[src/hw/rtl/blist_pkg.sv]
// ----------------------------------------------------------------------------
// blist_pkg
// shared types, operation and status codes for the bounded word list
// ----------------------------------------------------------------------------
package blist_pkg;

   localparam int DEPTH_DEFAULT = 16;
   localparam int WORD_W        = 32;
   localparam int FIELD_W       = 5;

   // operation codes
   localparam logic [1:0] OP_APPEND = 2'd0;
   localparam logic [1:0] OP_INSERT = 2'd1;
   localparam logic [1:0] OP_REMOVE = 2'd2;
   localparam logic [1:0] OP_SEARCH = 2'd3;

   // status codes
   localparam logic [1:0] ST_DONE = 2'd0;
   localparam logic [1:0] ST_FULL = 2'd1;
   localparam logic [1:0] ST_MISS = 2'd2;

   typedef struct packed {
      logic [1:0]        op;
      logic [WORD_W-1:0] value;
      logic [WORD_W-1:0] key;
      logic              after;
   } req_type;

   typedef struct packed {
      logic [1:0]         status;
      logic [FIELD_W-1:0] position;
      logic [FIELD_W-1:0] entries;
   } rsp_type;

   // broadcast to every cell of the chain
   typedef struct packed {
      logic insert;
      logic remove;
   } cell_ctrl_type;

endpackage

[src/hw/rtl/blist_cell.sv]
// ----------------------------------------------------------------------------
// blist_cell
// one list slot: holds a word, compares it, shifts with its neighbors
// ----------------------------------------------------------------------------
module blist_cell #(
   parameter int INDEX = 0,
   parameter int IDX_W = 4
) (
   input  logic                        clock,
   input  blist_pkg::cell_ctrl_type    ctrl,
   input  logic [IDX_W-1:0]            slot,
   input  logic [blist_pkg::WORD_W-1:0] new_word,
   input  logic [blist_pkg::WORD_W-1:0] cmp_word,
   input  logic [blist_pkg::WORD_W-1:0] left_word,
   input  logic [blist_pkg::WORD_W-1:0] right_word,
   output logic [blist_pkg::WORD_W-1:0] word,
   output logic                        match
);

   localparam logic [IDX_W-1:0] MY_IDX = IDX_W'(INDEX);

   logic [blist_pkg::WORD_W-1:0] word_ff, word_in;

   always_comb begin
      word_in = word_ff;
      if (ctrl.insert) begin
         if (MY_IDX > slot) begin
            word_in = left_word;      // shift up
         end else if (MY_IDX == slot) begin
            word_in = new_word;
         end
      end else if (ctrl.remove) begin
         if (MY_IDX >= slot) begin
            word_in = right_word;     // shift down
         end
      end
   end

   always_ff @(posedge clock) begin
      word_ff <= word_in;
   end

   assign word  = word_ff;
   assign match = (word_ff == cmp_word);

endmodule

[src/hw/rtl/bounded_list_insert_remove_search_top.sv]
// ----------------------------------------------------------------------------
// bounded_list_insert_remove_search_top
// ordered list of up to DEPTH words kept in a chain of cells, with append,
// relative insert, remove and search
// ----------------------------------------------------------------------------
//  channel  ports                      transfer
//  request  start, busy, req_data      accepted when start high and busy low
//  response rsp_strobe, rsp_data       valid for one cycle, cannot be stalled
//
//  append and a refused insert skip the lookup and go straight to the apply state;
//  the other operations scan the match bits of the cells one index a cycle,
//  stopping at the first matching index, or at the entry count on a miss,
//  before the apply state
//  busy is high from accept until the response strobe; a new transaction may
//  be accepted in the cycle the strobe is shown
//  synchronous reset empties the list; stored words are not cleared
// ----------------------------------------------------------------------------
module bounded_list_insert_remove_search_top #(
   parameter int DEPTH = blist_pkg::DEPTH_DEFAULT
) (
   input  logic               clock,
   input  logic               reset,
   input  logic               start,
   output logic               busy,
   input  blist_pkg::req_type req_data,
   output logic               rsp_strobe,
   output blist_pkg::rsp_type rsp_data
);

   localparam int CNT_W = $clog2(DEPTH + 1);
   localparam int IDX_W = (DEPTH > 1) ? $clog2(DEPTH) : 1;
   localparam int W     = blist_pkg::WORD_W;
   localparam int FW    = blist_pkg::FIELD_W;
   localparam logic [CNT_W-1:0] FULL_CNT = CNT_W'(DEPTH);

   typedef enum logic [2:0] {
      S_IDLE  = 3'b001,
      S_SCAN  = 3'b010,
      S_APPLY = 3'b100
   } state_type;

   state_type          state_ff, state_in;
   blist_pkg::req_type req_ff, req_in;
   logic [CNT_W-1:0]   scan_ff, scan_in;     // index under test
   logic [CNT_W-1:0]   pos_ff, pos_in;       // first match, or count
   logic               found_ff, found_in;
   logic [CNT_W-1:0]   count_ff, count_in;
   logic               rsp_strobe_ff, rsp_strobe_in;
   blist_pkg::rsp_type rsp_ff, rsp_in;

   blist_pkg::cell_ctrl_type ctrl;
   logic [IDX_W-1:0]         slot;
   logic [W-1:0]             cmp_word;
   logic [W-1:0]             cell_word [DEPTH];
   logic [DEPTH-1:0]         cell_match;

   logic              full;
   logic [CNT_W:0]    pos_plus;
   logic [CNT_W-1:0]  ins_at;
   logic [CNT_W+FW-1:0] pos_wide, cnt_wide;

   // remove looks up the value, the rest look up the key
   assign cmp_word = (req_ff.op == blist_pkg::OP_REMOVE) ? req_ff.value : req_ff.key;
   assign full     = (count_ff == FULL_CNT);
   assign pos_plus = {1'b0, pos_ff} + (CNT_W + 1)'(1);

   // chain of cells, each taking its neighbors' words when shifting
   for (genvar i = 0; i < DEPTH; i++) begin : g_cell
      logic [W-1:0] left_w, right_w;
      if (i == 0) begin : g_first
         assign left_w = req_ff.value;
      end else begin : g_mid_l
         assign left_w = cell_word[i-1];
      end
      if (i == DEPTH - 1) begin : g_last
         assign right_w = cell_word[i];
      end else begin : g_mid_r
         assign right_w = cell_word[i+1];
      end
      blist_cell #(
         .INDEX (i),
         .IDX_W (IDX_W)
      ) u_cell (
         .clock      (clock),
         .ctrl       (ctrl),
         .slot       (slot),
         .new_word   (req_ff.value),
         .cmp_word   (cmp_word),
         .left_word  (left_w),
         .right_word (right_w),
         .word       (cell_word[i]),
         .match      (cell_match[i])
      );
   end

   // placement of a relative insert
   always_comb begin
      if (req_ff.after) begin
         ins_at = (pos_plus > {1'b0, count_ff}) ? count_ff : pos_plus[CNT_W-1:0];
      end else begin
         ins_at = (pos_ff == '0) ? '0 : pos_ff - CNT_W'(1);
      end
   end

   always_comb begin
      state_in      = state_ff;
      req_in        = req_ff;
      scan_in       = scan_ff;
      pos_in        = pos_ff;
      found_in      = found_ff;
      count_in      = count_ff;
      rsp_strobe_in = 1'b0;
      rsp_in        = rsp_ff;
      ctrl          = '0;
      slot          = '0;
      pos_wide      = '0;
      cnt_wide      = '0;

      case (state_ff)
         S_IDLE: begin
            if (start) begin
               req_in  = req_data;
               scan_in = '0;
               // append and a full-list insert need no lookup
               if ((req_data.op == blist_pkg::OP_APPEND) ||
                   ((req_data.op == blist_pkg::OP_INSERT) && full)) begin
                  state_in = S_APPLY;
               end else begin
                  state_in = S_SCAN;
               end
            end
         end

         S_SCAN: begin
            // walk the match bits of the stored entries one per cycle
            if (scan_ff == count_ff) begin
               found_in = 1'b0;
               pos_in   = count_ff;
               state_in = S_APPLY;
            end else if (cell_match[scan_ff[IDX_W-1:0]]) begin
               found_in = 1'b1;
               pos_in   = scan_ff;
               state_in = S_APPLY;
            end else begin
               scan_in = scan_ff + CNT_W'(1);
            end
         end

         S_APPLY: begin
            rsp_in.status = blist_pkg::ST_DONE;
            pos_wide      = {{FW{1'b0}}, count_ff};
            case (req_ff.op)
               blist_pkg::OP_APPEND, blist_pkg::OP_INSERT: begin
                  if (full) begin
                     rsp_in.status = blist_pkg::ST_FULL;
                  end else begin
                     ctrl.insert = 1'b1;
                     if (req_ff.op == blist_pkg::OP_APPEND) begin
                        slot     = count_ff[IDX_W-1:0];
                        pos_wide = {{FW{1'b0}}, count_ff};
                     end else begin
                        slot     = ins_at[IDX_W-1:0];
                        pos_wide = {{FW{1'b0}}, ins_at};
                     end
                     count_in = count_ff + CNT_W'(1);
                  end
               end
               blist_pkg::OP_REMOVE: begin
                  pos_wide = {{FW{1'b0}}, pos_ff};
                  if (found_ff) begin
                     ctrl.remove = 1'b1;
                     slot        = pos_ff[IDX_W-1:0];
                     count_in    = count_ff - CNT_W'(1);
                  end else begin
                     rsp_in.status = blist_pkg::ST_MISS;
                  end
               end
               default: begin
                  pos_wide = {{FW{1'b0}}, pos_ff};
                  if (!found_ff) begin
                     rsp_in.status = blist_pkg::ST_MISS;
                  end
               end
            endcase
            cnt_wide        = {{FW{1'b0}}, count_in};
            rsp_in.position = pos_wide[FW-1:0];
            rsp_in.entries  = cnt_wide[FW-1:0];
            rsp_strobe_in   = 1'b1;
            state_in        = S_IDLE;
         end

         default: begin
            state_in = S_IDLE;
         end
      endcase
   end

   always_ff @(posedge clock) begin
      if (reset) begin
         state_ff      <= S_IDLE;
         count_ff      <= '0;
         rsp_strobe_ff <= 1'b0;
      end else begin
         state_ff      <= state_in;
         count_ff      <= count_in;
         rsp_strobe_ff <= rsp_strobe_in;
      end
   end

   // payload, no reset needed
   always_ff @(posedge clock) begin
      req_ff   <= req_in;
      scan_ff  <= scan_in;
      pos_ff   <= pos_in;
      found_ff <= found_in;
      rsp_ff   <= rsp_in;
   end

   assign busy       = (state_ff != S_IDLE);
   assign rsp_strobe = rsp_strobe_ff;
   assign rsp_data   = rsp_ff;

endmodule

[config.mk]
export PLATFORM = sky130hd
export DESIGN_NAME = bounded_list_insert_remove_search_top
export DESIGN_NICKNAME = d
export VERILOG_FILES = /design/src/hw/rtl/blist_pkg.sv /design/src/hw/rtl/blist_cell.sv /design/src/hw/rtl/bounded_list_insert_remove_search_top.sv
export SDC_FILE = /design/constraint.sdc
export NUM_CORES = 2
export LEC_CHECK = 0
export BUFFER_PORTS_ARGS = -buffer_cell sky130_fd_sc_hd__buf_2
export CAP_MARGIN = 10
export CORE_AREA = 2 2 410 209
export DETAILED_ROUTE_END_ITERATION = 8
export DIE_AREA = 0 0 412 211
export MAX_ROUTING_LAYER = met4
export PLACE_DENSITY = 0.57
export SYNTH_ARGS = -nofsm -noshare
export SYNTH_HDL_FRONTEND = slang
export SYNTH_SLANG_ARGS = --single-unit
export TNS_END_PERCENT = 100
[constraint.sdc]
create_clock -name clock -period 17.05 [get_ports clock]
set_input_delay 1.705 -clock clock [delete_from_list [all_inputs] [get_ports clock]]
set_output_delay 1.705 -clock clock [all_outputs]
set_load 0.02 [all_outputs]
==> flow_summary_export.csv <==
group,metric,value,unit
outcome,status,"finished clean",
power_and_ir_drop,switching_share,29.8,%
timing,setup_violations,0,
final_layout,drive_gt1_share,9.42,%
timing,hold_slack,587,ps
synth,ys.flop_type,"edfxtp_1",
critical_path,critPathSlowestCell,"nor4_1",
critical_path,crit_chain,"nand2b_4 -> buf_12 -> mux2i_4 -> xnor2_1 -> nor4_1 -> nand4_1 -> nor3_1 -> o32ai_1 -> o21ai_1 -> nand2_1 -> a21oi_1",
clock_tree,root_buffer,"clkbuf_16",
die,initial_core_util,45.6,%
critical_path,crit_path_end_kind,"flip-flop",
clock_tree,cts_buffers,60,
clock_tree,hold_buffers,0,
synth,synthSimpleGateAreaFrac,11.3,%
clock_tree,cts.sinks,611,
timing,fin_worst_skew,40.8,ps
synth,synth_edf_count,602,
clock_tree,post-cts-setup-buffers,0,
critical_path,path_depth,11,
synth,synth_cell_types,88,
clock_tree,cts_resized,0,
power_and_ir_drop,internal-power,2.53,mW
clock_tree,clk-insertion-delay-late,690,ps
synth,yosysTopAreaCell,"edfxtp_1",
die,rows,75,
hold_path,hp-class,"flip-flop to flip-flop",
power_and_ir_drop,p_comb_share,13.8,%
critical_path,slowest_delay,1150,ps
power_and_ir_drop,seq_power_share,47.0,%
global_route,antenna_found_initial,8,
final_layout,layout_commonest_cell,"edfxtp_1",
critical_path,cp-start-kind,"flip-flop",
clock_tree,cts_tree,"yes",
synth,synth_compound_area_share,13.6,%
die,dieArea,86900,sq um
clock_tree,clk_pin_slew,70,ps
timing,rsz0062_at_grt,"no",
die,die_h,211,um
die,coreArea,83100,sq um
critical_path,path_buf_inv,1,
placement,dp_hpwl,140,mm
drt,wirelength,189,mm
placement,portBuffers,83,
power_and_ir_drop,p_switching,1.07,mW
critical_path,cp_top_family,"simple AND/OR/NAND/NOR gates",
drt,routed-via-count,32888,
synth,ys_seq_area_share,48.1,%
placement,gp_congestion,1.13,
placement,place_area,39300,sq um
critical_path,cp.arrival,6900,ps
synth,ys_seq_elements,611,
timing,slew_headroom,14.1,%
hold_path,whs_path_depth,2,
placement,place_worst_setup_slack,11050,ps
synth,synthTopCellsByArea,"edfxtp_1 48%, mux2i_1 9.0%, xnor2_1 6.0%",
drt,postRouteAntennaNets,0,
timing,report.final.slew_viol_count,0,
timing,worst_slew_pin_slew,1280,ps
drt,drt_iter0_markers,6952,
die,pin_count,84,
critical_path,path_class,"flip-flop to flip-flop",
job,drv_cap,0,
global_route,grtUsageTotal,44.0,%
power_and_ir_drop,p_per_area,87.3,nW/um^2
drt,drt_pass1_iterations,7,
final_layout,fillCellCount,7732,
synth,syn_avg_cell_area,10.2,sq um
timing,timing.final.crit_share,38.6,%
synth,yosys.area_share.adder,0.330,%
critical_path,path_max_fanout,95,
synth,synth_top_area_share,47.6,%
final_layout,design_area,41300,sq um
synth,ys_warn_count,0,
final_layout,final_cell_mix,"602 x edfxtp_1, 558 x nand2_1, 340 x mux2i_1, 320 x o21ai_1, 261 x xnor2_1",
global_route,grt_pass1_wl,252,mm
timing,tns,0,ps
global_route,grt_max_degree,228,
timing,max_freq,0.152,GHz
timing,setup_ws,10460,ps
timing,fin_crit,6590,ps
die,die_w,412,um
power_and_ir_drop,cellLeakagePower,15.3,nW
power_and_ir_drop,power.total,3.60,mW
final_layout,area_growth,8.80,%
synth,synth_top_family_by_area,"compound AO/OA/AOI/OAI gates",
synth,syn-cell-area,37900,sq um
drt,via_per_inst,6.78,
synth,synth-xor-area-share,10.9,%
critical_path,crit_required,17360,ps
clock_tree,ctsLongestPathBuffers,3,
global_route,grt-ovfl-total,0,
final_layout,finish.utilization,49.7,%
placement,dp.cells,4730,
power_and_ir_drop,vdd_drop_max,0.0000753,V
synth,netlist_instances,3737,
synth,syn_nets,3817,
critical_path,r2r_cells,11,
drt,wl_per_cell,39.0,um
timing,hold_violations,0,
final_layout,final_cells,4851,
synth,synth_mux_area_share,11.1,%
power_and_ir_drop,clkPwrFrac,39.3,%
drt,drc,0,
global_route,grt_pass1_vias,28921,
final_layout,num-nets-final,3757,
synth,synth_async_sr_flop_share,0,%
clock_tree,cts_max_level,2,
[flip-flops by register name, indices dropped and copies added (netlist names)]
| register | count |
|---|---|
| found_ff | 1 |
| rsp_strobe | 1 |
| scan_ff | 5 |
| g_cell.u_cell.word | 512 |
| state_ff | 3 |
| g_cell.left_w | 32 |
| rsp_data | 12 |
| count_ff | 5 |
| pos_ff | 5 |
| req_ff | 35 |
[kinds of logic (layout without fill, tap and decap cells)]
group | Yosys count | count (layout)
flip-flops | 611 | 611
AO/OA/AOI/OAI | 891 | 891
XOR/XNOR | 472 | 472
AND/OR/NAND/NOR | 969 | 969
multiplexers | 385 | 385
buffers and inverters | 399 | 388
other | 0 | 9
adder cells (fa/ha/maj) | 10 | 10
[cells in the mapped netlist (all sizes together) (17+ instances only)]
master,number
nor3,24
nor4,77
nand3,56
mux2i,372
o211ai,29
a21oi,146
o21ai,520
buf,99
nand4,56
nor2,141
o22ai,42
xnor2,261
xor2,211
edfxtp,602
clkbuf,205
a31oi,17
nand2,563
inv,89
[area by class of cell]
type / count / area (sq um) / share of cell area, %
inverter: 95 / 357 / 0.864
sequential: 611 / 18300 / 44.2
timing repair buffer: 182 / 1210 / 2.92
tap: 1116 / 1400 / 3.38
antenna: 9 / 22.5 / 0.0546
multi-input combinational: 2727 / 18100 / 43.8
clock buffer: 75 / 1630 / 3.95
clock inverter: 36 / 338 / 0.818
[routing by layer]
metal / GRT usage, % / up-vias / share of wire [%]
met5: - / - / 0
met4: 6.80 / 0 / 1.9
met3: 30.4 / 230 / 22
met2: 46.2 / 2996 / 33
met1: 65.3 / 16228 / 44
li1: - / 13434 / -
[worst register-to-register path, stage by stage, from the launching register on]
cell and delay, ps:
edfxtp_1 740, nand2b_4 330, buf_12 520, mux2i_4 1190, xnor2_1 430, nor4_1 1150, nand4_1 180, nor3_1 350
o32ai_1 140, o21ai_1 230, nand2_1 270, a21oi_1 690
[path summary, 6_finish.rpt]
kind | start | end | slack (ps)
max | req_ff[66] | pos_ff[0] | 10460
min | g_cell[15].u_cell.word[21] | g_cell[14].u_cell.word[21] | 590
max reg2reg | req_ff[66] | pos_ff[0] | 10460
min reg2reg | g_cell[15].u_cell.word[21] | g_cell[14].u_cell.word[21] | 590
[power groups by stage]
stage	sequential, mW	clock (mW)	combinational, mW
global route	1.69	1.47	0.489
finish	1.69	1.42	0.496
CTS	1.69	1.42	0.452
global placement	1.72	0	0.454
floorplan	1.70	0	0.250
detailed placement	1.72	0	0.450
(Power assumes the default switching activity.)
